`config.mk`:
```
export PLATFORM = sky130hd
export DESIGN_NAME = jdi_fifo
export DESIGN_NICKNAME = d
export VERILOG_FILES = /design/src/rtl/jdi_pkg.sv /design/src/rtl/jdi_fifo.sv
export SDC_FILE = /design/constraint.sdc
export NUM_CORES = 1
export LEC_CHECK = 0
export BUFFER_PORTS_ARGS = -buffer_cell sky130_fd_sc_hd__buf_2
export CAP_MARGIN = 25
export CORE_MARGIN = 3
export CORE_UTILIZATION = 51
export DETAILED_ROUTE_END_ITERATION = 10
export PLACE_DENSITY_LB_ADDON = 0.3
export SETUP_SLACK_MARGIN = 0.02
export SLEW_MARGIN = 20
export SYNTH_ARGS = -nofsm -noshare
export SYNTH_HDL_FRONTEND = slang
export SYNTH_SLANG_ARGS = --single-unit
```
`constraint.sdc`:
```
create_clock -name clk_i -period 2.05 [get_ports clk_i]
set_input_delay 0.3075 -clock clk_i [delete_from_list [all_inputs] [get_ports clk_i]]
set_output_delay 0.3075 -clock clk_i [all_outputs]
set_load 0.005 [all_outputs]
```
`src/rtl/jdi_pkg.sv`:
```
// ----------------------------------------------------------------------------
// jdi_pkg: shared types and a table for the 8x8 dequantizing IDCT
// Beat payload types, queue entry type and the zigzag-to-natural table.
// ----------------------------------------------------------------------------
package jdi_pkg;

  // input beat: one quantized coefficient and its quantizer step
  typedef struct packed {
    logic signed [15:0] coef;
    logic [15:0]        quant;
  } in_t;

  // output beat: one pixel in raster order
  typedef struct packed {
    logic [7:0] pixel;
    logic [5:0] pixel_index;
    logic       block_end;
  } out_t;

  // queue entry: dequantized coefficient and its natural position
  typedef struct packed {
    logic [5:0]  addr;
    logic [31:0] value;
  } qent_t;

  localparam int QDepth = 4;
  localparam int QPtrW  = $clog2(QDepth);

  localparam logic [5:0] ZZ_TO_NAT [64] = '{
     0,  1,  8, 16,  9,  2,  3, 10, 17, 24, 32, 25, 18, 11,  4,  5,
    12, 19, 26, 33, 40, 48, 41, 34, 27, 20, 13,  6,  7, 14, 21, 28,
    35, 42, 49, 56, 57, 50, 43, 36, 29, 22, 15, 23, 30, 37, 44, 51,
    58, 59, 52, 45, 38, 31, 39, 46, 53, 60, 61, 54, 47, 55, 62, 63
  };

endpackage

```
`src/rtl/jdi_fifo.sv`:
```
// ----------------------------------------------------------------------------
// jdi_fifo: short queue between intake and transform engine
// Registered storage, one push and one pop per cycle.
// ----------------------------------------------------------------------------
module jdi_fifo (
  input  logic           clk_i,
  input  logic           rst_ni,
  input  logic           push_i,
  input  jdi_pkg::qent_t data_i,
  output logic           full_o,
  output logic           valid_o,
  input  logic           pop_i,
  output jdi_pkg::qent_t data_o
);

  jdi_pkg::qent_t              mem_q [jdi_pkg::QDepth];
  logic [jdi_pkg::QPtrW-1:0]   wp_q, rp_q;
  logic [jdi_pkg::QPtrW:0]     cnt_q;
  logic                        do_pop;

  assign full_o  = (cnt_q == (jdi_pkg::QPtrW+1)'(jdi_pkg::QDepth));
  assign valid_o = (cnt_q != '0);
  assign data_o  = mem_q[rp_q];
  assign do_pop  = pop_i & valid_o;

  // pointers and fill level
  always_ff @(posedge clk_i or negedge rst_ni) begin
    if (!rst_ni) begin
      wp_q  <= '0;
      rp_q  <= '0;
      cnt_q <= '0;
    end else begin
      if (push_i) wp_q <= wp_q + 1'b1;
      if (do_pop) rp_q <= rp_q + 1'b1;
      cnt_q <= cnt_q + (jdi_pkg::QPtrW+1)'(push_i) - (jdi_pkg::QPtrW+1)'(do_pop);
    end
  end

  // storage
  always_ff @(posedge clk_i) begin
    if (push_i) mem_q[wp_q] <= data_i;
  end

endmodule

```
==> results by stage <==
Critical path:
- The slowest cell on the critical path is sky130_fd_sc_hd__mux4_2.
- The worst register-to-register path begins at cnt_q[2].
- The number of cells traversed by the worst register-to-register path is 7.
- The critical path runs through a total of 4 cells.
- The kind of cell with the highest combined delay along the critical path is multiplexers.
- For the worst setup path, the data required time is 1.74 ns.
- The critical path goes through buf_12, clkbuf_16, mux4_2, buf_2.
- The largest fanout on the critical path is 6.
- The setup path with the least slack is of type flop to output pin.
- The setup slack on the worst flop-to-flop path is 0.09 ns.
- The kind of capture point of the worst setup path is an output pin.
- The worst setup path is launched from a flop.
- The reg-to-reg critical path endpoint is cnt_q[2].
- The start point of the critical path is rp_q[0].
- The largest incremental delay on the critical path is 0.51 ns.
- Data on the critical path arrives at its endpoint at 1.76 ns.
- The count of buffer and inverter cells on the critical path is 3.
- The last element of the critical path is data_o[33].

Route:
- In this run the remaining antenna-violating nets after routing total 0.
- The detailed router's first-iteration violation count is 192.
- In the final routed layout, each cell accounts on average for 20.53 µm.
- For this run, design rule violations remaining after detail routing come to 0.
- The total wire length after detailed routing is 10.28 mm.
- Summing over every cut layer, the via total after detailed routing is 2722.
- The detailed-routing iteration count for the pre-antenna-repair pass is 4.
- In the routed layout, each cell is associated on average with a via count of 5.433.

Floorplanning:
- 82 I/O pins were placed.
- The overall die width is 113.9 µm.
- The area enclosed by the die boundary is 0.01297 mm².
- The placeable core area is 0.01113 mm².
- The floorplan has 38 rows.
- The floorplan step set the die height to 113.9 µm.
- The initial standard-cell utilization of the core is 53.34%.

STA:
- At the pin with the least slew margin, the transition time is 0.3888 ns.
- The worst-case clock skew is 0.006352 ns.
- Summed over all failing endpoints, the final setup total negative slack is -0.04006 ns.
- The final hold violation count was 0.
- After layout, the minimum clock period comes to 2.065 ns.
- The post-route clock period utilization is 100.7%.
- The peak clock frequency supported by timing is 484.2 MHz.
- The worst relative slew slack is 73.75%.
- Setup repair after global routing could not meet its margin everywhere.
- The tightest hold path in the finished design has a slack of 0.1039 ns.
- The number of max-slew violations in the final report came to 0.
- Setup violations remaining at the end of the flow were counted as 6.
- The worst setup slack after layout is -0.01537 ns.

Yosys:
- The most used flip-flop cell after synthesis is sky130_fd_sc_hd__edfxtp_1.
- Yosys attributes the largest share of cell area to sky130_fd_sc_hd__edfxtp_1 77%, sky130_fd_sc_hd__mux4_2 14%, sky130_fd_sc_hd__dfrtp_1 3.0%.
- Yosys printed 0 warnings.
- The average instance in the mapped netlist occupies 25.36 µm².
- The post-synthesis async set-or-reset flop share is 4.403%.
- Summed over all instances, the cell type with the most area after synthesis is sky130_fd_sc_hd__edfxtp_1.
- The number of standard cells after synthesis is 234.
- Summing every instance area after synthesis gives 0.005934 mm².
- The number of enable flip-flop cells after synthesis is 152.
- The post-synthesis sequential element count is 159.
- Synthesis instantiated 19 different standard cells from the library.
- The synthesized design devotes to its leading area cell type 76.91% of total area.
- The net count after synthesis is 283.
- The commonest cells after synthesis are 152 x sky130_fd_sc_hd__edfxtp_1, 38 x sky130_fd_sc_hd__mux4_2, 7 x sky130_fd_sc_hd__dfrtp_1, 6 x sky130_fd_sc_hd__ha_1, 6 x sky130_fd_sc_hd__inv_1.
- For this run, the register share of the synthesized area comes to 79.87%.
- The cell with the most instances after synthesis is sky130_fd_sc_hd__edfxtp_1.

Final layout:
- The area overhead of the layout relative to synthesis is 24.75%.
- Cells fill 66.54% of the core in the end.
- The post-layout instance area is 0.007403 mm².
- The layout net count is 397.
- The repair_antennas step left the layout with diodes totalling 0.
- In the final layout, the share of cells above drive strength 1 is 49.86%.

Clocking:
- The deepest level of the CTS H-tree is 4.
- The register clock-pin slew on the reported worst setup and hold paths is 0.06 ns.
- The number of clock buffers added by TritonCTS is 17.
- The clock network latency to the later pin of the worst-skew pair is 0.41 ns.
- The root buffer cell is sky130_fd_sc_hd__clkbuf_16.
- The sink count of the clock tree is 159.
- The maximum buffer depth of the clock tree is 2.
- The TritonCTS clock tree is built.

GRT:
- The overall overflow remaining after global route is 0.
- The via count of the first global-routing pass is 2916.
- The number of antenna violations at the first check in global routing is 1.
- The pin count of the biggest net entering global routing is 24.
- The wire length of the first global-routing pass is 15.41 mm.
- The combined global-route utilization of all metal layers is 16.56%.

Worst hold path:
- The path class of the tightest hold or removal check is input port to flop.
- The startpoint of the worst hold path is data_i[7].

Power:
- The maximum resistive drop on vdd is 0.001009 V.
- The power per cell area is 1512 mW/mm².
- The leakage power figure is 2.667 nW.

Placed design:
- The total placed instance area is 0.006536 mm².
- The routability congestion estimate from global placement is 0.6503.
- The wire-length estimate of the detail-placed layout is 5.929 mm.
- The number of I/O port buffers is 81.
- OpenSTA, run right after detailed placement, puts the worst setup slack at 0.03682 ns.

Outcome:
- The flow ran to the end, but the final reports show violations.
- The checks that failed: negative setup slack.

Run:
- Across the run, the number of max-cap violations was 0.
## worst reg2reg max path: stages (launching register included)
cell,delay (ns)
sky130_fd_sc_hd__dfrtp_1,0.38
sky130_fd_sc_hd__o31a_1,0.32
sky130_fd_sc_hd__ha_1,0.29
sky130_fd_sc_hd__inv_1,0.04
sky130_fd_sc_hd__ha_1,0.19
sky130_fd_sc_hd__fa_2,0.34
sky130_fd_sc_hd__xnor2_1,0.19
sky130_fd_sc_hd__xnor2_1,0.13
## where the power goes
group | leakage [nW] | switching, W | internal [W]
Clock | 0.346 | 0.00115 | 0.00244
Combinational | 0.845 | 0.00145 | 0.00171
Sequential | 1.48 | 0.000168 | 0.00427
## state kept, by name (all words and copies together), names as in the netlist
| register | flops |
|---|---|
| cnt_q | 3 |
| wp_q | 2 |
| mem_q | 152 |
| rp_q | 2 |
## timing repair
item	4_1_cts	5_1_grt
endpoints found under the hold margin	7	0
buffers inserted	1	5
gates cloned	0	4
resized for setup	1	2
hold buffers	1	0
pin swaps	0	3
endpoints found under the setup margin	30	39
## kinds of logic after synthesis
kind of cell / count (synthesis) / synth area share [%]
flops: 159 / 79.87
mux: 38 / 14.42
buf+inv: 15 / 2.298
fa+ha+maj: 7 / 1.602
simple gates: 7 / 0.6958
xor+xnor: 5 / 0.7381
compound gates: 3 / 0.3795
## area by class of cell
type,instances,area (µm²)
clock buffer,22,494.2
clock inverter,10,203.9
fill,742,3722
inverter,6,22.52
multi-input combinational,60,1066
sequential,159,4742
tap,140,175.2
timing repair buffer,104,699.4
## per-layer routing
| metal | GRT usage (%) | part of all wire (%) |
|---|---|---|
| met4 | 6.888 | 1.6 |
| met1 | 21.12 | 44 |
| met3 | 5.942 | 4.8 |
| met5 | 0 | 0.11 |
| met2 | 26.15 | 50 |
## how the worst min path moves through the flow
stage / cells past startpoint / end / slack [ns]
after global placement: 1 / cnt_q[0] / 0.14
after floorplan: 0 / cnt_q[0] / 0.01
final: 1 / mem_q[3][7] / 0.10
after detailed placement: 1 / cnt_q[0] / 0.15
after CTS: 1 / mem_q[2][14] / 0.08
after global routing: 1 / mem_q[2][17] / 0.08
## cell usage in the layout (no fill, tap or decap), types with 2 or more instances in the layout
master                        n
sky130_fd_sc_hd__and2_2       4
sky130_fd_sc_hd__buf_12       4
sky130_fd_sc_hd__buf_2       79
sky130_fd_sc_hd__buf_4       14
sky130_fd_sc_hd__buf_6        3
sky130_fd_sc_hd__bufinv_16    6
sky130_fd_sc_hd__clkbuf_16   20
sky130_fd_sc_hd__clkbuf_8     5
sky130_fd_sc_hd__clkinv_2     3
sky130_fd_sc_hd__dfrtp_1      5
sky130_fd_sc_hd__dfrtp_2      2
sky130_fd_sc_hd__edfxtp_1   152
sky130_fd_sc_hd__ha_1         6
sky130_fd_sc_hd__inv_1        6
sky130_fd_sc_hd__mux4_2      38
sky130_fd_sc_hd__xnor2_1      3
sky130_fd_sc_hd__xor2_1       2
## metrics by stage
step,instances,power (W)
6_report,501,0.01119
5_1_grt,501,0.01172
4_1_cts,492,0.01103
3_5_place_dp,458,0.007375
3_3_place_gp,458,0.007273
2_1_floorplan,234,0.006361
(Power assumes the default switching activity.)
