`src/rtl/jdi_pkg.sv`:
```
// ----------------------------------------------------------------------------
// jdi_pkg: shared types and a table for the 8x8 dequantizing IDCT
// Beat payload types, queue entry type and the zigzag-to-natural table.
// ----------------------------------------------------------------------------
package jdi_pkg;

  // input beat: one quantized coefficient and its quantizer step
  typedef struct packed {
    logic signed [15:0] coef;
    logic [15:0]        quant;
  } in_t;

  // output beat: one pixel in raster order
  typedef struct packed {
    logic [7:0] pixel;
    logic [5:0] pixel_index;
    logic       block_end;
  } out_t;

  // queue entry: dequantized coefficient and its natural position
  typedef struct packed {
    logic [5:0]  addr;
    logic [31:0] value;
  } qent_t;

  localparam int QDepth = 4;
  localparam int QPtrW  = $clog2(QDepth);

  localparam logic [5:0] ZZ_TO_NAT [64] = '{
     0,  1,  8, 16,  9,  2,  3, 10, 17, 24, 32, 25, 18, 11,  4,  5,
    12, 19, 26, 33, 40, 48, 41, 34, 27, 20, 13,  6,  7, 14, 21, 28,
    35, 42, 49, 56, 57, 50, 43, 36, 29, 22, 15, 23, 30, 37, 44, 51,
    58, 59, 52, 45, 38, 31, 39, 46, 53, 60, 61, 54, 47, 55, 62, 63
  };

endpackage

```
`src/rtl/jdi_front.sv`:
```
// ----------------------------------------------------------------------------
// jdi_front: coefficient intake
// Dequantizes each coefficient, maps zigzag to natural position, pushes it.
// ----------------------------------------------------------------------------
module jdi_front #(
  parameter int FRACTION_BITS = 12
) (
  input  logic          clk_i,
  input  logic          rst_ni,
  input  logic          in_valid_i,
  output logic          in_stall_o,
  input  jdi_pkg::in_t  in_data_i,
  input  logic          q_full_i,
  output logic          q_push_o,
  output jdi_pkg::qent_t q_data_o
);

  logic [5:0]         zz_q, zz_d;
  logic signed [32:0] prod;
  logic [31:0]        prod32;

  assign in_stall_o = q_full_i;
  assign q_push_o   = in_valid_i & ~q_full_i;

  // coef * quant, wrapped to 32 bits, then scaled
  assign prod   = in_data_i.coef * $signed({1'b0, in_data_i.quant});
  assign prod32 = prod[31:0];
  assign q_data_o.value = prod32 << (FRACTION_BITS - 3);
  assign q_data_o.addr  = jdi_pkg::ZZ_TO_NAT[zz_q];

  // zigzag position counter
  assign zz_d = q_push_o ? zz_q + 6'd1 : zz_q;

  always_ff @(posedge clk_i or negedge rst_ni) begin
    if (!rst_ni) begin
      zz_q <= '0;
    end else begin
      zz_q <= zz_d;
    end
  end

endmodule

```
`config.mk`:
```
export PLATFORM = sky130hd
export DESIGN_NAME = jdi_front
export DESIGN_NICKNAME = d
export VERILOG_FILES = /design/src/rtl/jdi_pkg.sv /design/src/rtl/jdi_front.sv
export SDC_FILE = /design/constraint.sdc
export NUM_CORES = 1
export LEC_CHECK = 0
export BUFFER_PORTS_ARGS = -buffer_cell sky130_fd_sc_hd__buf_2
export CORE_MARGIN = 2
export CORE_UTILIZATION = 50
export CTS_BUF_LIST = sky130_fd_sc_hd__clkbuf_8 sky130_fd_sc_hd__clkbuf_16
export CTS_CLUSTER_SIZE = 16
export DETAILED_ROUTE_END_ITERATION = 10
export GPL_TIMING_DRIVEN = 0
export MAX_ROUTING_LAYER = met4
export PLACE_DENSITY = 0.7
export SKIP_CTS_REPAIR_TIMING = 1
export SLEW_MARGIN = 15
export SYNTH_ARGS = -nofsm -noshare
export SYNTH_HDL_FRONTEND = slang
export SYNTH_SLANG_ARGS = --single-unit
export TNS_END_PERCENT = 30
```
`constraint.sdc`:
```
create_clock -name clk_i -period 18.06 [get_ports clk_i]
set_input_delay 1.806 -clock clk_i [delete_from_list [all_inputs] [get_ports clk_i]]
set_output_delay 1.806 -clock clk_i [all_outputs]
set_load 0.02 [all_outputs]
```
==> results of run 1 <==
## routing by layer
layer,track usage,vias up
li1,-,2972
met2,0.414,177
met4,0.0620,0
met1,0.315,3128
met5,-,-
met3,0.0171,40
## layout by cell type (no fill, tap or decap), types with 3 or more instances in the layout
cell type / count
inv_1: 235
fa_1: 161
nand2_1: 138
and2_1: 98
ha_1: 93
buf_2: 65
clkbuf_1: 33
xnor2_1: 33
a21oi_1: 25
o21ai_0: 24
nor2_1: 17
buf_4: 13
nand3_1: 10
conb_1: 9
xor2_1: 7
dfrtp_1: 6
nor3_1: 5
a21o_1: 5
mux4_2: 5
nand4_1: 4
nand2b_1: 3
o21bai_1: 3
a211oi_1: 3
a21boi_0: 3
o211ai_1: 3
clkbuf_16: 3
## per-stage QoR
step	instances	hold slack [ns]	cell area, sq um
after floorplan	965	0.667	8080
after global placement	1244	0.728	8670
after detailed placement	1244	0.728	8670
after CTS	1247	0.729	8740
after global routing	1247	0.757	8740
final	1247	0.744	8740
## logic make-up after synthesis
logic type | synth area share
muxes | 0.0166
buffers and inverters | 0.139
and+or+nand+nor | 0.177
other | 0.000466
xor gates and xnor gates | 0.0435
DFF | 0.0186
adders and majority gates | 0.545
AOI/OAI and AO/OA | 0.0600
## worst max path at each step
stage / start / endpoint / slack, ns / depth (start not counted)
floorplan: in_data_i[23] / q_data_o[31] / 9.20 / 21
global placement: in_data_i[5] / q_data_o[31] / 8.12 / 23
detailed placement: in_data_i[7] / q_data_o[31] / 8.10 / 23
CTS: in_data_i[7] / q_data_o[31] / 8.07 / 23
global route: in_data_i[7] / q_data_o[31] / 7.76 / 23
finish: in_data_i[7] / q_data_o[31] / 8.07 / 23
## cell type report
class,count,area [sq um]
timing repair buffer,63,315
buffer,49,235
clock buffer,3,75.1
tap,216,270
multi-input combinational,674,6810
inverter,236,886
fill,1524,7080
sequential,6,150
## critical path: stages
cell,delay [ns]
buf_2,0.23
clkbuf_1,0.50
nand2_1,0.16
fa_1,0.56
inv_1,0.05
fa_1,0.50
inv_1,0.06
fa_1,0.53
inv_1,0.05
fa_1,0.38
fa_1,0.52
inv_1,0.05
fa_1,0.50
inv_1,0.05
ha_1,0.35
a21oi_1,0.41
nand2_1,0.09
a21oi_1,0.38
a31oi_4,0.18
a31oi_4,0.23
nor3_1,0.09
nor4b_2,0.31
buf_2,0.22
==> impl_metrics.env, run 1 <==
export IMPL_dr_wl_met2_mm=9.62
export IMPL_cts_made_buffers=3
export IMPL_fin_tns_setup_ns=0
export IMPL_path_max_fanout=10
export IMPL_reg2reg_depth=5
export IMPL_grt_util_all_layers=0.242
export IMPL_min_to="zz_q[4]"
export IMPL_netlist_area_sq_um=8050
export IMPL_die_height_um=131
export IMPL_reg2reg_from="zz_q[0]"
export IMPL_ys_warnings_count=0
export IMPL_ys_ff_latch=6
export IMPL_drt_met1_wl_mm=8.40
export IMPL_drtPass1Iterations=5
export IMPL_syn_to_final_growth_pct=8.58
export IMPL_worstSetupPathType="in2out"
export IMPL_dieArea_sq_um=17100
export IMPL_fin_crit_sh=0.553
export IMPL_top_regs="zz_q: 6 flops"
export IMPL_diodes=0
export IMPL_gp_congestion=0.952
export IMPL_ys_top_cells_by_count="inv_1 (235), fa_1 (161), nand2_1 (138)"
export IMPL_cp_data_required_time_ns=16.25
export IMPL_wirelength_mm=19.3
export IMPL_hold_depth=2
export IMPL_drv_slew=0
export IMPL_cts_path_max_buffers=2
export IMPL_r2r_end="zz_q[1]"
export IMPL_synth_top_area_frac=0.400
export IMPL_drt_iter0_drc=385
export IMPL_grt_max_degree=15
export IMPL_dp_slack_ns=8.10
export IMPL_drive_above_1_share=0.0921
export IMPL_worst_pin_slew_ns=0.640
export IMPL_wl_per_cell_um=15.5
export IMPL_critPathCaptureType="output port"
export IMPL_clk_latency_ns=0.23
export IMPL_finalSetupViolations=0
export IMPL_synth_edf_count=0
export IMPL_grt_pass1_vias=6376
export IMPL_vias=6317
export IMPL_hold_path_class="reg2reg"
export IMPL_yosysMostFrequentCell="inv_1"
export IMPL_grt_setup_unrepaired="no"
export IMPL_cp_data_arrival_time_ns=8.19
export IMPL_yosys_top_cells_area="fa_1 (40%), ha_1 (14%), inv_1 (11%)"
export IMPL_critPathLaunchType="input port"
export IMPL_wl_met3_um=705
export IMPL_cts_tree="done"
export IMPL_clkTransAtPathRegs_ns=0.03
export IMPL_ys_seq_area_frac=0.0186
export IMPL_nets=1323
export IMPL_ioPinCount=76
export IMPL_clock_sinks=6
export IMPL_cap_viol_max_count=0
export IMPL_top_register="zz_q"
export IMPL_die_w_um=131
export IMPL_start_util=0.509
export IMPL_avgSynthCellArea_sq_um=8.42
export IMPL_layout_setup_ws_ns=8.07
export IMPL_antenna_found_initial=0
export IMPL_synth_ff_type="dfrtp_1"
export IMPL_synth_async_sr_flop_share=1.00
export IMPL_hpwl_mm=16.3
export IMPL_core_sq_um=15800
export IMPL_post_route_util=0.552
export IMPL_rows=46
export IMPL_fin_skew_ns=0.00114
export IMPL_netlist_instances=957
export IMPL_overflow=0
export IMPL_fmax_ghz=0.100
export IMPL_ant_nets=0
export IMPL_port_buffers=63
export IMPL_maxUsedRoutingLayer="met4"
export IMPL_ff2ff_setup_slack_ns=16.29
export IMPL_grt_pass1_wl_mm=31.2
export IMPL_ys_types=46
export IMPL_ctsRootBufferMaster="clkbuf_16"
export IMPL_via_per_inst=5.07
export IMPL_final_hold_viol_count=0
export IMPL_route_detailed_drc=0
export IMPL_hp_start="zz_q[4]"
export IMPL_htreeDepth=1
export IMPL_fin_crit_ns=9.99
export IMPL_slew_headroom=0.573
export IMPL_largest_reg_flops=6
export IMPL_outcome="finished clean"
export IMPL_yosysTopAreaCell="fa_1"
Power of run 1 is left out: the tool's default activity adds up to more than one toggle a clock period on the data nets, which glitch-free logic cannot reach.
==> run 2: changes to the inputs <==
- PLACE_DENSITY: 0.7 -> 0.73
- clock period: 18.06 -> 8.05 ns (I/O delays scaled with it)
==> run 2 against run 1 <==
Effect of this change:
- core utilization shrank 0.12 points
- sequential cell count unchanged
- die area stayed put
- setup slack got worse by 7.7 ns
- register-to-register slack got worse by 10 ns
- wire length down 2.4%
- sequential share of layout area barely moved
==> impl_metrics.env, run 2 (same netlist as run 1, synthesis figures left out) <==
export IMPL_ant_nets=0
export IMPL_fin_crit_ns=7.68
export IMPL_reg2reg_depth=5
export IMPL_dp_slack_ns=0.124
export IMPL_cp_data_arrival_time_ns=6.87
export IMPL_ioPinCount=76
export IMPL_grt_pass1_wl_mm=31.4
export IMPL_path_max_fanout=10
export IMPL_path_common_cell="fa_1"
export IMPL_clkTransAtPathRegs_ns=0.03
export IMPL_wl_per_cell_um=15.2
export IMPL_clock_sinks=6
export IMPL_cts_made_buffers=3
export IMPL_drv_slew=0
export IMPL_most_common_layout_cells="inv_1 (235), fa_1 (161), nand2_1 (138)"
export IMPL_layout_setup_ws_ns=0.371
export IMPL_grt_util_all_layers=0.243
export IMPL_die_w_um=131
export IMPL_wirelength_mm=18.8
export IMPL_clk_latency_ns=0.22
export IMPL_rows=46
export IMPL_grt_pass1_vias=6467
export IMPL_overflow=0
export IMPL_hold_path_class="in2async"
export IMPL_cap_viol_max_count=0
export IMPL_core_sq_um=15800
export IMPL_reg2reg_from="zz_q[0]"
export IMPL_fillers=1481
export IMPL_syn_to_final_growth_pct=8.34
export IMPL_cp_cell_sequence="buf_2, clkbuf_1, and2_1, fa_1, inv_1, fa_1, fa_1, inv_1, fa_1, fa_1, inv_1, fa_1, inv_1, ha_1, a21oi_2, nand2_1, a21oi_1, a31oi_4, a31oi_4, nor3_1, nor4b_2, buf_2"
export IMPL_fin_crit_sh=0.954
export IMPL_drtPass1Iterations=5
export IMPL_largest_reg_flops=6
export IMPL_cp_data_required_time_ns=7.24
export IMPL_fin_skew_ns=0.000351
export IMPL_diodes=0
export IMPL_ctsRootBufferMaster="clkbuf_16"
export IMPL_outcome="finished clean"
export IMPL_drive_above_1_share=0.103
export IMPL_die_height_um=131
export IMPL_top_register="zz_q"
export IMPL_grt_setup_unrepaired="no"
export IMPL_critPathCaptureType="output port"
export IMPL_cts_tree="done"
export IMPL_port_buffers=63
export IMPL_grt_max_degree=15
export IMPL_final_hold_viol_count=0
export IMPL_fmax_ghz=0.130
export IMPL_drt_iter0_drc=370
export IMPL_cts_path_max_buffers=2
export IMPL_slew_headroom=0.589
export IMPL_fin_tns_setup_ns=0
export IMPL_ff2ff_setup_slack_ns=6.25
export IMPL_start_util=0.509
export IMPL_path_delay_family="adder cells"
export IMPL_final_common_cell="inv_1"
export IMPL_htreeDepth=1
export IMPL_route_detailed_drc=0
export IMPL_critPathLaunchType="input port"
export IMPL_nets=1314
export IMPL_hpwl_mm=16.4
export IMPL_antenna_found_initial=0
export IMPL_gp_congestion=0.962
export IMPL_holdWs_ns=0.404
export IMPL_via_per_inst=5.16
export IMPL_worstSetupPathType="in2out"
export IMPL_vias=6384
export IMPL_top_regs="zz_q: 6 flops"
export IMPL_slowest_delay_ns=0.54
export IMPL_r2r_end="zz_q[1]"
export IMPL_cpMaxStageDelayCell="fa_1"
export IMPL_path_buf_inv=7
export IMPL_dieArea_sq_um=17100
export IMPL_worst_pin_slew_ns=0.616
export IMPL_finalSetupViolations=0
==> run 2: how the worst max path moves through the flow <==
stage                       start      endpoint  slack (ns)  cells past startpoint
floorplan           in_data_i[23]  q_data_o[31]        1.19                     21
global placement     in_data_i[7]  q_data_o[31]        0.05                     23
detailed placement   in_data_i[7]  q_data_o[31]        0.12                     23
CTS                  in_data_i[7]  q_data_o[31]        0.09                     23
global route         in_data_i[9]  q_data_o[31]        0.09                     21
finish               in_data_i[9]  q_data_o[31]        0.37                     22
==> run 2: worst register-to-register path, stage by stage (launching register included) <==
cell,delay (ns)
dfrtp_1,0.44
clkbuf_1,0.38
inv_1,0.28
ha_1,0.40
nand2_1,0.07
o21ai_0,0.09
==> run 2: area by class of cell <==
| type | count | area (sq um) | area share |
|---|---|---|---|
| Multi-Input combinational cell | 674 | 6820 | 0.781 |
| Tap cell | 216 | 270 | 0.0310 |
| Sequential cell | 6 | 150 | 0.0172 |
| Inverter | 236 | 886 | 0.102 |
| Buffer | 40 | 213 | 0.0244 |
| Clock buffer | 3 | 75.1 | 0.00860 |
| Timing Repair Buffer | 63 | 315 | 0.0361 |
==> run 2: routing by layer <==
metal / up-vias / part of all wire / GRT usage
met5: - / 0 / -
met4: 0 / 0.041 / 0.0801
met3: 55 / 0.046 / 0.0147
met2: 228 / 0.49 / 0.412
met1: 3154 / 0.42 / 0.315
li1: 2947 / - / -
==> run 2: per-stage QoR <==
step                      instance area (sq um)  utilization  std cells
after floorplan                            8080            -        965
after global placement                     8670        0.548       1244
after detailed placement                   8670        0.548       1244
after CTS                                  8740        0.552       1247
after global routing                       8730        0.551       1238
final                                      8730        0.551       1238
Power of run 2 is left out for the same reason.
==> run 3: changes to the inputs <==
- PLACE_DENSITY: 0.73 -> 0.79
==> run 3 against run 2 <==
Effect of this change:
- non-clock buffer count increased by 4
- wire length is 2.1% higher
- clock skew up 0.00075 ns
- maximum frequency decreased by 1.6%
- cell count increased by 0.32%
- hold slack worse by 0.0046 ns
- clock-buffer cell count unchanged
- die area unchanged
- sequential cell count stayed put
- final area barely moved
==> impl_metrics.env, run 3 (same netlist as run 1, synthesis figures left out) <==
export IMPL_worstSetupPathType="in2out"
export IMPL_most_common_layout_cells="inv_1 (235), fa_1 (161), nand2_1 (138)"
export IMPL_hpwl_mm=16.5
export IMPL_syn_to_final_growth_pct=8.44
export IMPL_cp_data_arrival_time_ns=7.00
export IMPL_cts_made_buffers=3
export IMPL_largest_reg_flops=6
export IMPL_htreeDepth=1
export IMPL_critPathLaunchType="input port"
export IMPL_fin_crit_sh=0.970
export IMPL_path_max_fanout=10
export IMPL_overflow=0
export IMPL_antenna_found_initial=0
export IMPL_gp_congestion=0.975
export IMPL_clock_sinks=6
export IMPL_ioPinCount=76
export IMPL_final_common_cell="inv_1"
export IMPL_cp_data_required_time_ns=7.24
export IMPL_wl_per_cell_um=15.5
export IMPL_top_regs="zz_q: 6 flops"
export IMPL_ctsRootBufferMaster="clkbuf_16"
export IMPL_clk_latency_ns=0.23
export IMPL_core_sq_um=15800
export IMPL_wirelength_mm=19.3
export IMPL_vias=6362
export IMPL_fin_skew_ns=0.00110
export IMPL_drt_iter0_drc=318
export IMPL_die_height_um=131
export IMPL_start_util=0.509
export IMPL_via_per_inst=5.12
export IMPL_fin_tns_setup_ns=0
export IMPL_grt_pass1_wl_mm=32.3
export IMPL_cts_tree="done"
export IMPL_grt_pass1_vias=6776
export IMPL_ff2ff_setup_slack_ns=6.23
export IMPL_dieArea_sq_um=17100
export IMPL_grt_max_degree=15
export IMPL_critPathCaptureType="output port"
export IMPL_worst_pin_slew_ns=0.666
export IMPL_fin_crit_ns=7.81
export IMPL_outcome="finished clean"
export IMPL_reg2reg_depth=5
export IMPL_slew_headroom=0.556
export IMPL_top_register="zz_q"
export IMPL_rows=46
export IMPL_final_hold_viol_count=0
export IMPL_r2r_end="zz_q[1]"
export IMPL_route_detailed_drc=0
export IMPL_nets=1318
export IMPL_finalSetupViolations=0
export IMPL_drive_above_1_share=0.0965
export IMPL_reg2reg_from="zz_q[0]"
export IMPL_cap_viol_max_count=0
export IMPL_grt_util_all_layers=0.249
export IMPL_port_buffers=63
export IMPL_fmax_ghz=0.128
export IMPL_die_w_um=131
export IMPL_hold_path_class="in2async"
export IMPL_drv_slew=0
export IMPL_clkTransAtPathRegs_ns=0.04
export IMPL_ant_nets=0
export IMPL_cts_path_max_buffers=2
export IMPL_diodes=0
export IMPL_drtPass1Iterations=4
run 3: metrics by stage:
| step | cell area (sq um) | worst slack [ns] | std cells | hold slack, ns | utilization |
|---|---|---|---|---|---|
| CTS | 8740 | 0.103 | 1247 | 0.400 | 0.552 |
| detailed placement | 8670 | 0.141 | 1244 | 0.642 | 0.548 |
| floorplan | 8080 | 1.19 | 965 | 0.509 | - |
| finish | 8730 | 0.243 | 1242 | 0.399 | 0.552 |
| global route | 8730 | -0.0188 | 1242 | 0.404 | 0.552 |
| global placement | 8670 | 0.161 | 1244 | 0.629 | 0.548 |
run 3: layout make-up:
cell class | instances | area, sq um
Buffer | 44 | 220
Timing Repair Buffer | 63 | 315
Tap cell | 216 | 270
Sequential cell | 6 | 150
Multi-Input combinational cell | 674 | 6820
Fill cell | 1488 | 7090
Inverter | 236 | 886
Clock buffer | 3 | 75.1
run 3: worst max-delay path: stages:
cell,delay (ns)
buf_2,0.17
clkbuf_1,0.45
nand2_1,0.15
fa_1,0.51
fa_1,0.54
fa_1,0.53
inv_1,0.06
fa_1,0.49
fa_1,0.49
inv_1,0.05
fa_1,0.50
inv_1,0.05
ha_1,0.37
a21oi_2,0.33
nand2_1,0.09
a21oi_1,0.38
a31oi_4,0.19
a31oi_4,0.25
nor3_1,0.09
nor4b_2,0.30
buf_2,0.22
run 3: worst max-delay path by stage:
stage | startpoint | to | slack (ns) | depth (start not counted)
final | in_data_i[18] | q_data_o[31] | 0.24 | 21
after global routing | in_data_i[2] | q_data_o[31] | -0.02 | 21
after CTS | in_data_i[7] | q_data_o[31] | 0.10 | 23
after detailed placement | in_data_i[7] | q_data_o[31] | 0.14 | 23
after global placement | in_data_i[7] | q_data_o[31] | 0.16 | 23
after floorplan | in_data_i[23] | q_data_o[31] | 1.19 | 21
run 3: layer usage:
metal,wire length [um],share of wire,vias to the layer above,track usage
li1,-,-,2949,-
met1,7870,0.41,3125,0.314
met2,9490,0.49,221,0.417
met3,977,0.051,67,0.0228
met4,913,0.047,0,0.102
met5,0,0,-,-
Power of run 3 is left out for the same reason.
